[src/rtl/crx_pkg.sv]
`default_nettype none
package crx_pkg;

  localparam int unsigned WordW      = 32;
  localparam int unsigned IndexW     = 7;
  localparam int unsigned PaddrW     = 3;

  localparam logic [WordW-1:0] OffsetStep = 32'h561A9C1A;
  localparam logic [WordW-1:0] SeedMark   = 32'h8B12BAB6;
  localparam logic [WordW-1:0] BlockBytes = 32'd512;
  localparam int unsigned      KeyRot     = 10;
  localparam int unsigned      ChainRot   = 15;
  localparam int unsigned      OffsetRot  = 7;
  localparam int unsigned      OffsetRot2 = 2;
  localparam logic [IndexW-1:0] LastIndex = 7'd127;

  // register index, taken from paddr[2]
  localparam logic RegMode = 1'b0;
  localparam logic RegSeed = 1'b1;

  typedef struct packed {
    logic             mode;
    logic [WordW-1:0] seed;
  } cfg_t;

  // block setup values precomputed for the next block position
  typedef struct packed {
    logic [WordW-1:0] mix;
    logic [WordW-1:0] off;
  } setup_t;

  // events from the core that move the next-block position
  typedef struct packed {
    logic start;
    logic adv;
  } blk_evt_t;

  typedef struct packed {
    logic              in_full;
    logic [IndexW-1:0] word_index;
  } core_stat_t;

  function automatic logic [WordW-1:0] rotr(input logic [WordW-1:0] v, input int unsigned n);
    rotr = (v >> n) | (v << (WordW - n));
  endfunction

endpackage
`default_nettype wire

[src/rtl/crx_if.sv]
`default_nettype none
interface crx_in_if;
  logic        valid;
  logic        ready;
  logic [31:0] data_word;
  logic        stream_start;

  modport source (output valid, output data_word, output stream_start, input ready);
  modport sink   (input valid, input data_word, input stream_start, output ready);
endinterface

interface crx_out_if;
  logic        valid;
  logic        ready;
  logic [31:0] result_word;
  logic        block_end;

  modport source (output valid, output result_word, output block_end, input ready);
  modport sink   (input valid, input result_word, input block_end, output ready);
endinterface
`default_nettype wire

[src/rtl/crx_regs.sv]
`default_nettype none
module crx_regs
  import crx_pkg::*;
(
  input  wire logic              clk,
  input  wire logic              rst,
  input  wire logic              psel,
  input  wire logic              penable,
  input  wire logic              pwrite,
  input  wire logic [PaddrW-1:0] paddr,
  input  wire logic [31:0]       pwdata,
  output logic      [31:0]       prdata,
  output logic                   pready,
  output cfg_t                   cfg
);

  logic wr;

  assign pready = 1'b1;
  assign wr     = psel && penable && pwrite && pready;

  // register writes, decoded on the word address bit
  always_ff @(posedge clk) begin
    if (rst) begin
      cfg.mode <= 1'b0;
      cfg.seed <= '0;
    end else if (wr) begin
      unique case (paddr[2])
        RegMode: cfg.mode <= pwdata[0];
        RegSeed: cfg.seed <= pwdata;
        default: ;
      endcase
    end
  end

  // read back
  always_comb begin
    unique case (paddr[2])
      RegMode: prdata = {31'd0, cfg.mode};
      RegSeed: prdata = cfg.seed;
      default: prdata = '0;
    endcase
  end

endmodule
`default_nettype wire

[src/rtl/crx_setup.sv]
`default_nettype none
module crx_setup
  import crx_pkg::*;
(
  input  wire logic     clk,
  input  wire logic     rst,
  input  wire blk_evt_t evt,
  output setup_t        setup
);

  // byte position of the next block that needs setup values
  logic [WordW-1:0] nxt;
  logic [WordW-1:0] s1, s2, o1;
  logic [WordW-1:0] o1_rot;

  always_ff @(posedge clk) begin
    if (rst) begin
      nxt <= '0;
    end else if (evt.start) begin
      nxt <= BlockBytes;
    end else if (evt.adv) begin
      nxt <= nxt + BlockBytes;
    end
  end

  // two-stage mix, free running; nxt holds for a whole block before use
  assign o1_rot = rotr(o1, OffsetRot2);

  always_ff @(posedge clk) begin
    if (rst) begin
      s1        <= '0;
      s2        <= '0;
      o1        <= '0;
      setup.mix <= '0;
      setup.off <= '0;
    end else begin
      s1        <= (nxt >> 16) + nxt;
      s2        <= (nxt >> 8) + (nxt >> 24);
      o1        <= nxt + rotr(nxt, OffsetRot);
      setup.mix <= s1 + s2;
      setup.off <= o1 + o1_rot;
    end
  end

endmodule
`default_nettype wire

[src/rtl/crx_core.sv]
`default_nettype none
module crx_core
  import crx_pkg::*;
(
  input  wire logic   clk,
  input  wire logic   rst,
  input  wire cfg_t   cfg,
  input  wire setup_t setup,
  crx_in_if.sink      in_ch,
  crx_out_if.source   out_ch,
  output blk_evt_t    evt,
  output core_stat_t  stat
);

  // input register
  logic              in_full;
  logic [WordW-1:0]  in_data;
  logic              in_start;

  // cipher state
  logic [WordW-1:0]  active_seed;
  logic [WordW-1:0]  round_key;
  logic [WordW-1:0]  offset_word;
  logic [WordW-1:0]  chain_word;
  logic [IndexW-1:0] word_index;

  logic              fire;
  logic              first;
  logic [WordW-1:0]  seed_sel, key_c, off_c, chain_c, r;
  logic [IndexW-1:0] idx_c;

  assign fire        = in_full && (!out_ch.valid || out_ch.ready);
  assign in_ch.ready = !in_full || fire;

  always_ff @(posedge clk) begin
    if (rst) begin
      in_full <= 1'b0;
    end else if (in_ch.ready) begin
      in_full <= in_ch.valid;
    end
  end

  always_ff @(posedge clk) begin
    if (in_ch.valid && in_ch.ready) begin
      in_data  <= in_ch.data_word;
      in_start <= in_ch.stream_start;
    end
  end

  // word transform; a stream start sets up block zero, whose mix and offset are zero
  always_comb begin
    first    = in_start || (word_index == '0);
    seed_sel = in_start ? (cfg.mode ? cfg.seed : (in_data ^ SeedMark)) : active_seed;
    key_c    = first ? (in_start ? seed_sel : (active_seed ^ setup.mix)) : round_key;
    off_c    = first ? (in_start ? '0 : setup.off) : offset_word;
    chain_c  = first ? '0 : chain_word;
    idx_c    = in_start ? '0 : word_index;
    r        = in_data ^ chain_c ^ key_c ^ off_c;
  end

  always_ff @(posedge clk) begin
    if (rst) begin
      active_seed <= '0;
      round_key   <= '0;
      offset_word <= '0;
      chain_word  <= '0;
      word_index  <= '0;
    end else if (fire) begin
      active_seed <= seed_sel;
      round_key   <= rotr(key_c, KeyRot);
      chain_word  <= rotr(cfg.mode ? r : in_data, ChainRot);
      offset_word <= off_c + OffsetStep;
      word_index  <= idx_c + 1'b1;
    end
  end

  // output register
  always_ff @(posedge clk) begin
    if (rst) begin
      out_ch.valid <= 1'b0;
    end else if (fire) begin
      out_ch.valid <= 1'b1;
    end else if (out_ch.ready) begin
      out_ch.valid <= 1'b0;
    end
  end

  always_ff @(posedge clk) begin
    if (fire) begin
      out_ch.result_word <= r;
      out_ch.block_end   <= (idx_c == LastIndex);
    end
  end

  assign evt.start       = fire && in_start;
  assign evt.adv         = fire && !in_start && (word_index == '0);
  assign stat.in_full    = in_full;
  assign stat.word_index = word_index;

endmodule
`default_nettype wire

[src/rtl/chained_rotating_xor_block_cipher.sv]
// Path: an accepted input word waits in the input register and moves on to the output
// register once that register is empty or being read.
// Throughput: one word per cycle unless output stalls; key, chain, offset step per word.
// Block setup values come from a two-stage pipeline run ahead on the next block position.
// Reset (rst, synchronous): clears mode, seed, cipher state and the position; both
// the input and the output register come up empty.
`default_nettype none
module chained_rotating_xor_block_cipher
  import crx_pkg::*;
(
  input  wire logic              clk,
  input  wire logic              rst,
  crx_in_if.sink                 in_ch,
  crx_out_if.source              out_ch,
  input  wire logic              psel,
  input  wire logic              penable,
  input  wire logic              pwrite,
  input  wire logic [PaddrW-1:0] paddr,
  input  wire logic [31:0]       pwdata,
  output logic      [31:0]       prdata,
  output logic                   pready
);

  cfg_t       cfg;
  setup_t     setup;
  blk_evt_t   evt;
  core_stat_t stat;

  crx_regs u_regs (
    .clk     (clk),
    .rst     (rst),
    .psel    (psel),
    .penable (penable),
    .pwrite  (pwrite),
    .paddr   (paddr),
    .pwdata  (pwdata),
    .prdata  (prdata),
    .pready  (pready),
    .cfg     (cfg)
  );

  crx_setup u_setup (
    .clk   (clk),
    .rst   (rst),
    .evt   (evt),
    .setup (setup)
  );

  crx_core u_core (
    .clk    (clk),
    .rst    (rst),
    .cfg    (cfg),
    .setup  (setup),
    .in_ch  (in_ch),
    .out_ch (out_ch),
    .evt    (evt),
    .stat   (stat)
  );

  // an accepted word lands in the input register
  a_in_load: assert property (@(posedge clk) disable iff (rst)
    in_ch.valid && in_ch.ready |=> stat.in_full)
    else $error("accepted word not held in input register");

  // a waiting word moves on when the output register is empty
  a_no_stall: assert property (@(posedge clk) disable iff (rst)
    stat.in_full && !out_ch.valid |=> out_ch.valid)
    else $error("pipeline stalled with empty output register");

  // the word index is back at zero while the last word of a block waits
  a_block_wrap: assert property (@(posedge clk) disable iff (rst)
    out_ch.valid && out_ch.block_end |-> stat.word_index == '0)
    else $error("word index not wrapped at block end");

endmodule
`default_nettype wire

[src/flat_wrapper.sv]
// flat-port wrapper written by rule: the top's interface ports become plain ports
module chained_rotating_xor_block_cipher_flat import crx_pkg::*;
  (clk, rst, psel, penable, pwrite, paddr, pwdata, prdata, pready, in_ch_valid, in_ch_data_word, in_ch_stream_start, in_ch_ready, out_ch_valid, out_ch_result_word, out_ch_block_end, out_ch_ready);
  crx_in_if in_ch_i ();
  crx_out_if out_ch_i ();
  input  wire logic clk;
  input  wire logic rst;
  input  wire logic psel;
  input  wire logic penable;
  input  wire logic pwrite;
  input  wire logic [PaddrW-1:0] paddr;
  input  wire logic [31:0] pwdata;
  output logic      [31:0] prdata;
  output logic pready;
  input wire logic [$bits(in_ch_i.valid)-1:0] in_ch_valid;
  input wire logic [$bits(in_ch_i.data_word)-1:0] in_ch_data_word;
  input wire logic [$bits(in_ch_i.stream_start)-1:0] in_ch_stream_start;
  output wire logic [$bits(in_ch_i.ready)-1:0] in_ch_ready;
  output wire logic [$bits(out_ch_i.valid)-1:0] out_ch_valid;
  output wire logic [$bits(out_ch_i.result_word)-1:0] out_ch_result_word;
  output wire logic [$bits(out_ch_i.block_end)-1:0] out_ch_block_end;
  input wire logic [$bits(out_ch_i.ready)-1:0] out_ch_ready;
  assign in_ch_i.valid = in_ch_valid;
  assign in_ch_i.data_word = in_ch_data_word;
  assign in_ch_i.stream_start = in_ch_stream_start;
  assign in_ch_ready = in_ch_i.ready;
  assign out_ch_valid = out_ch_i.valid;
  assign out_ch_result_word = out_ch_i.result_word;
  assign out_ch_block_end = out_ch_i.block_end;
  assign out_ch_i.ready = out_ch_ready;
  chained_rotating_xor_block_cipher u_core (.clk(clk), .rst(rst), .in_ch(in_ch_i), .out_ch(out_ch_i), .psel(psel), .penable(penable), .pwrite(pwrite), .paddr(paddr), .pwdata(pwdata), .prdata(prdata), .pready(pready));
endmodule
[config.mk]
export PLATFORM = sky130hd
export DESIGN_NAME = chained_rotating_xor_block_cipher_flat
export DESIGN_NICKNAME = d
export VERILOG_FILES = /design/src/rtl/crx_pkg.sv /design/src/rtl/crx_if.sv /design/src/rtl/crx_regs.sv /design/src/rtl/crx_setup.sv /design/src/rtl/crx_core.sv /design/src/rtl/chained_rotating_xor_block_cipher.sv /design/src/flat_wrapper.sv
export SDC_FILE = /design/constraint.sdc
export NUM_CORES = 1
export LEC_CHECK = 0
export BUFFER_PORTS_ARGS = -buffer_cell sky130_fd_sc_hd__buf_2
export CORE_UTILIZATION = 40
export CTS_BUF_LIST = sky130_fd_sc_hd__clkbuf_4
export CTS_CLUSTER_SIZE = 28
export DETAILED_ROUTE_END_ITERATION = 10
export PLACE_DENSITY = 0.57
export SYNTH_ARGS = -nofsm -noshare
export SYNTH_HDL_FRONTEND = slang
export SYNTH_SLANG_ARGS = --single-unit
[constraint.sdc]
create_clock -name clk -period 8.75 [get_ports clk]
set_input_delay 1.3125 -clock clk [delete_from_list [all_inputs] [get_ports clk]]
set_output_delay 1.3125 -clock clk [all_outputs]
set_load 0.01 [all_outputs]
==> flow_metrics.tcl, run 1 <==
set metrics [dict create \
    synth_area_leaders "dfxtp_1 31%, edfxtp_1 9.5%, xnor2_1 5.9%" \
    vias_per_cell 5.54 \
    ant_nets 0 \
    fill_cells 5213 \
    synth.most_common_cell "dfxtp_1" \
    peakVddDrop_v 0.0000772 \
    synth_nets 2633 \
    fin_crit_ps 4250 \
    seq_power_share_pct 48.5 \
    grt_max_degree 104 \
    grt_setup_unrepaired "no" \
    io_buffers 139 \
    grt_pass1_vias 17500 \
    synthFlopType "dfxtp_1" \
    first_pass_iters 5 \
    regArea_um2 8390 \
    synth_top_cell_by_area "dfxtp_1" \
    vias 18600 \
    required_ps 9490 \
    crit_path_max_fanout 39 \
    io_pins 143 \
    initial_core_util_pct 40.6 \
    cts_setup_buffers 0 \
    p_per_area_nw_per_um2 169 \
    ys_warn_count 0 \
    syn_inst 2475 \
    numCtsBuffers 105 \
    setup_violations 0 \
    fin_crit_sh_pct 48.6 \
    tightest_slew_ps 1220 \
    netlist_area_um2 20900 \
    gp_congestion 0.915 \
    avgSynthCellArea_um2 8.45 \
    dieHeight_um 231 \
    synth.distinct_cells 92 \
    start_kind "flop" \
    drv_slew 0 \
    nets 2757 \
    drive_gt1_share_pct 14.3 \
    num_rows 83 \
    synth_top_area_share_pct 30.6 \
    power_leakage_uw 0.00927 \
    drcViolationCount 0 \
    drt_wl_total_um 65700 \
    internal_power_uw 2890 \
    criticalPathCategory "reg -> reg" \
    hold_viol_final 0 \
    finish.utilization_pct 45.5 \
    async_reset_ff_share_pct 0 \
    cts.sinks 386 \
    place_area_um2 22000 \
    cts_tree "yes" \
    switching_share_pct 27.1 \
    drt-initial-drc-count 1694 \
    grt_overflow 0 \
    clock_latency_ps 890 \
    clk_pin_slew_ps 60 \
    final_area_um2 23400 \
    h-tree-depth 3 \
    finalClockSkew_ps 116 \
    comb_power_share_pct 9.6 \
    relSlewSlack_pct 18.3 \
    status "finished, final reports clean" \
    maxCapViolations 0 \
    fmax_ghz 0.235 \
    die-area_um2 53200 \
    syn2layout_area_growth_pct 11.9 \
    clk_path_buf_depth 3 \
    synth-seq-cells 386 \
    grt_util_all_layers_pct 24.4 \
    grt_pass1_wl_um 101000 \
    p_sw_uw 1070 \
    wl_per_cell_um 19.5 \
    ys_seq_area_share_pct 40.1 \
    end_kind "flop" \
    dp_hpwl_um 46000 \
    setup_tns_ps 0 \
    antenna_found_initial 3 \
    fp.coreArea_um2 51500 \
    multi_input_comb_area_um2 11800 \
    die_w_um 231 \
    holdBufCountCts 0 \
    pwr-share-clk_pct 41.8 \
    ctsResizeCount 0 \
    hold_class "reg -> reg" \
    synth_common_cells "320 x dfxtp_1, 305 x nand2_1, 293 x nor2_1" \
    root_buffer "clkbuf_4" \
    synth-edff-count 66 \
    cp.arrival_ps 4990 \
]
kinds of logic (layout without fill, tap and decap cells):
group | count (synthesis) | after routing | share of synthesized area, %
AOI/OAI and AO/OA | 582 | 582 | 17.6
xor gates and xnor gates | 206 | 206 | 9.08
adders and majority gates | 83 | 83 | 5.11
buffers and inverters | 169 | 372 | 3.40
DFF | 386 | 386 | 40.1
muxes | 51 | 51 | 2.57
other | 1 | 5 | 0.0179
and+or+nand+nor | 997 | 997 | 22.2
cells in the final DEF (no fill, tap or decap), types with 12 or more instances in the layout:
master	count
dfxtp_1	319
nand2_1	305
nor2_1	291
a21oi_1	189
clkbuf_4	158
xnor2_1	141
buf_2	138
o21ai_0	120
nand3_1	89
nor3_1	79
ha_1	79
edfxtp_1	66
xor2_1	58
a211oi_1	58
nor2b_1	49
and2_1	42
a31oi_1	41
a21o_1	32
mux2i_1	30
inv_1	26
and3_1	26
nand2b_1	23
clkinv_1	22
o211ai_1	21
mux2_2	20
nand4_1	19
buf_4	19
o21a_1	15
o31a_1	14
or3_1	12
path summary, 6_finish.rpt:
path,start,depth (start not counted),slack [ps],end
setup / recovery,u_core.u_core.word_index[2],13,4500,u_core.u_core.offset_word[31]
hold / removal,u_core.u_core.chain_word[4],2,460,u_core.u_core.chain_word[4]
setup reg to reg,u_core.u_core.word_index[2],13,4500,u_core.u_core.offset_word[31]
hold reg to reg,u_core.u_core.chain_word[4],2,460,u_core.u_core.chain_word[4]
worst max-delay path, cell delays in order (launching register included):
cell	delay (ps)
dfxtp_1	390
nor4_4	290
buf_4	450
nand2_4	420
nand2_1	220
a21oi_2	100
ha_1	320
a2111oi_0	490
a211o_1	210
o2111ai_2	180
a21oi_1	400
o21ai_1	120
mux2_1	320
a21oi_1	140
area by class of cell:
class	instances	share of cell area [%]
Antenna cell	4	0.0428
Clock buffer	158	5.07
Clock inverter	28	0.732
Inverter	28	0.470
Multi-Input combinational cell	1920	50.6
Sequential cell	386	35.8
Tap cell	680	3.63
Timing Repair Buffer	158	3.62
sequential cells by signal, summed over array words and instances, names as in the netlist, 23 cells and up:
name and cells:
u_core.u_setup.setup 64, u_core.u_regs.cfg 33, u_core.u_core.active_seed 32, u_core.u_core.chain_word 32
u_core.u_core.in_data 32, u_core.u_core.offset_word 32, u_core.u_core.out_ch.result_word 32, u_core.u_core.round_key 32
u_core.u_setup.s1 31, u_core.u_setup.o1 30, u_core.u_setup.nxt 23
per-stage QoR:
step                total power [µW]  setup WS, ps  hold slack (ps)  std cells
floorplan                       2210          5130              432       2475
global placement                2330          4670              450       3172
detailed placement              2340          4650              450       3172
CTS                             4000          4550              458       3358
global route                    4140          4280              478       3362
finish                          3960          4500              461       3362
per-layer routing:
layer	up-vias	wire, µm	global-route usage (%)
met5	-	0	0
met4	0	2190	10.0
met3	114	4780	4.74
met2	707	29500	38.1
met1	8786	29200	32.8
li1	9011	-	-
power groups by stage:
stage | Clock (µW) | Combinational (µW) | Sequential [µW]
floorplan | 0 | 257 | 1950
CTS | 1700 | 380 | 1920
detailed placement | 0 | 378 | 1960
global route | 1800 | 414 | 1930
global placement | 0 | 375 | 1960
finish | 1660 | 381 | 1920
Note: power is estimated with default switching activity, not from simulation.
==> run 2, diff against run 1 <==
Settings changed: ABC_AREA set to 1.
Clock period 8.75 ns to 4.2 ns, I/O delays scaled along.
==> flow_metrics.tcl, run 2 <==
set metrics [dict create \
    clk_path_buf_depth 3 \
    most-common-layout-cells "617 x nand2_1, 339 x inv_1, 319 x dfxtp_1" \
    grt_max_degree 86 \
    relSlewSlack_pct 28.9 \
    finalClockSkew_ps 105 \
    synth-edff-count 66 \
    max_flop_register "u_core.u_setup.setup" \
    async_reset_ff_share_pct 0 \
    critPathBufInv 4 \
    largestRegisters "u_core.u_setup.setup x64, u_core.u_regs.cfg x33" \
    clk_pin_slew_ps 60 \
    ys_warn_count 0 \
    grt_pass1_wl_um 106000 \
    criticalPathCategory "reg -> reg" \
    power_leakage_uw 0.0113 \
    syn2layout_area_growth_pct 14.3 \
    crit_path_max_fanout 22 \
    drt_wl_total_um 70500 \
    crit_cells 8 \
    synth.most_common_cell "nand2_1" \
    slowest_delay_ps 810 \
    fp.coreArea_um2 52900 \
    syn_inst 2977 \
    synth.distinct_cells 59 \
    fmax_ghz 0.318 \
    first_pass_iters 11 \
    synthFlopType "dfxtp_1" \
    r2r_end "u_core.u_setup.nxt[28]" \
    end_kind "flop" \
    rrSetupSlack_ps 1060 \
    finish.utilization_pct 46.5 \
    ant_nets 0 \
    grt_overflow 0 \
    hold_slack_ps 67.6 \
    hold_class "in -> reg" \
    vias_per_cell 5.16 \
    crit_chain "inv_2 > buf_4 > nor2_2 > inv_1 > nand2_1 > inv_1 > o21ai_0 > a21oi_1" \
    worstHoldStart "pwdata[2]" \
    nets 3342 \
    vias 20400 \
    avgSynthCellArea_um2 7.23 \
    dieHeight_um 234 \
    cts_tree "yes" \
    gp_congestion 0.935 \
    hold_depth 3 \
    r2r_cells 8 \
    io_pins 143 \
    drt-initial-drc-count 1848 \
    crit_start "u_core.u_core.in_start" \
    reg2reg_from "u_core.u_core.in_start" \
    cp.arrival_ps 3900 \
    antenna_found_initial 5 \
    initial_core_util_pct 40.7 \
    mostFrequentLayoutCell "nand2_1" \
    root_buffer "clkbuf_4" \
    netlist_area_um2 21500 \
    grt_util_all_layers_pct 25.4 \
    fin_crit_sh_pct 74.9 \
    setup_violations 0 \
    h-tree-depth 3 \
    synth_top_area_share_pct 29.8 \
    synth_common_cells "618 x nand2_1, 341 x inv_1, 320 x dfxtp_1" \
    grt_setup_unrepaired "no" \
    wl_per_cell_um 17.8 \
    violations "design-rule violations" \
    cts_setup_buffers 0 \
    synth_nets 3135 \
    drv_slew 0 \
    setup_tns_ps 0 \
    worst_path_most_repeated_cell "inv_1" \
    tightest_slew_ps 1070 \
    io_buffers 139 \
    largest_reg_flops 64 \
    grt_pass1_vias 18800 \
    maxCapViolations 0 \
    min_to "u_core.u_regs.cfg[2]" \
    fin_crit_ps 3140 \
    num_rows 84 \
    synth_area_leaders "dfxtp_1 30%, nand2_1 11%, edfxtp_1 9.2%" \
    clock_latency_ps 890 \
    cp_slowest_cell "inv_1" \
    die_w_um 234 \
    ys_seq_area_share_pct 39.0 \
    p_per_area_nw_per_um2 347 \
    numCtsBuffers 105 \
    synth_top_cell_by_area "dfxtp_1" \
    cp_top_family "buffers and inverters" \
    cts.sinks 386 \
    start_kind "flop" \
    required_ps 4960 \
    die-area_um2 54700 \
    status "finished, violations left" \
    dp_hpwl_um 52000 \
    hold_viol_final 0 \
    drive_gt1_share_pct 12.8 \
    synth-seq-cells 386 \
    drcViolationCount 12 \
    peakVddDrop_v 0.000193 \
]
-- run 2: metrics by stage --
stage,instance area [µm²],setup WS [ps],cells,power (µW)
floorplan,21500,1300,2977,4840
global placement,22700,877,3710,5200
detailed placement,22700,882,3710,5220
CTS,24600,1060,3950,8610
global route,24600,812,3955,8950
finish,24600,1060,3955,8540
-- run 2: how the worst max path moves through the flow --
stage,end
after detailed placement,u_core.u_setup.nxt[16]
final,u_core.u_setup.nxt[28]
after CTS,u_core.u_setup.nxt[16]
after global placement,u_core.u_setup.nxt[14]
after global routing,u_core.u_setup.nxt[16]
after floorplan,u_core.u_core.out_ch.block_end
-- run 2: worst register-to-register path: stages, from the launching register on --
cell      delay [ps]
edfxtp_1         450
inv_2            130
buf_4            320
nor2_2           100
inv_1            360
nand2_1          510
inv_1            810
o21ai_0          210
a21oi_1          160
-- run 2: layer usage --
layer / global-route usage (%) / routed length (µm) / vias to the layer above
li1: - / - / 10300
met1: 36.0 / 33400 / 9410
met2: 38.6 / 30700 / 618
met3: 4.45 / 4490 / 108
met4: 8.38 / 1870 / 6
met5: 0 / 46 / -
-- run 2: timing repair --
item | 4_1_cts | 5_1_grt
hold buffers | 54 | 1
setup endpoints to repair | 0 | 0
hold endpoints to repair | 55 | 1
gates resized for setup | 0 | 0
-- run 2: where the power goes --
group          switching [µW]  leakage (µW)  total [µW]  internal [µW]
clock                    1640      0.000780        3340           1700
sequential               91.9       0.00323        4040           3950
combinational             801       0.00724        1160            361
-- run 2: area by class of cell --
type / instances / area (µm²)
fillers: 5422 / 28300
well taps: 688 / 861
inverters: 356 / 1340
repair buffers: 214 / 1410
diodes: 4 / 10.0
flip-flops and latches: 386 / 8390
clock buffers: 149 / 1120
clock inverters: 37 / 199
multi-input cells: 2121 / 11300
-- run 2: kinds of logic (layout without fill, tap and decap cells) --
logic type,after synthesis,in the layout,share of synthesized area [%]
AOI/OAI and AO/OA,756,756,19.1
buffers and inverters,470,756,8.76
xor gates and xnor gates,138,138,5.62
other,1,5,0.0174
DFF,386,386,39.0
and+or+nand+nor,1143,1143,22.6
adders and majority gates,83,83,4.97
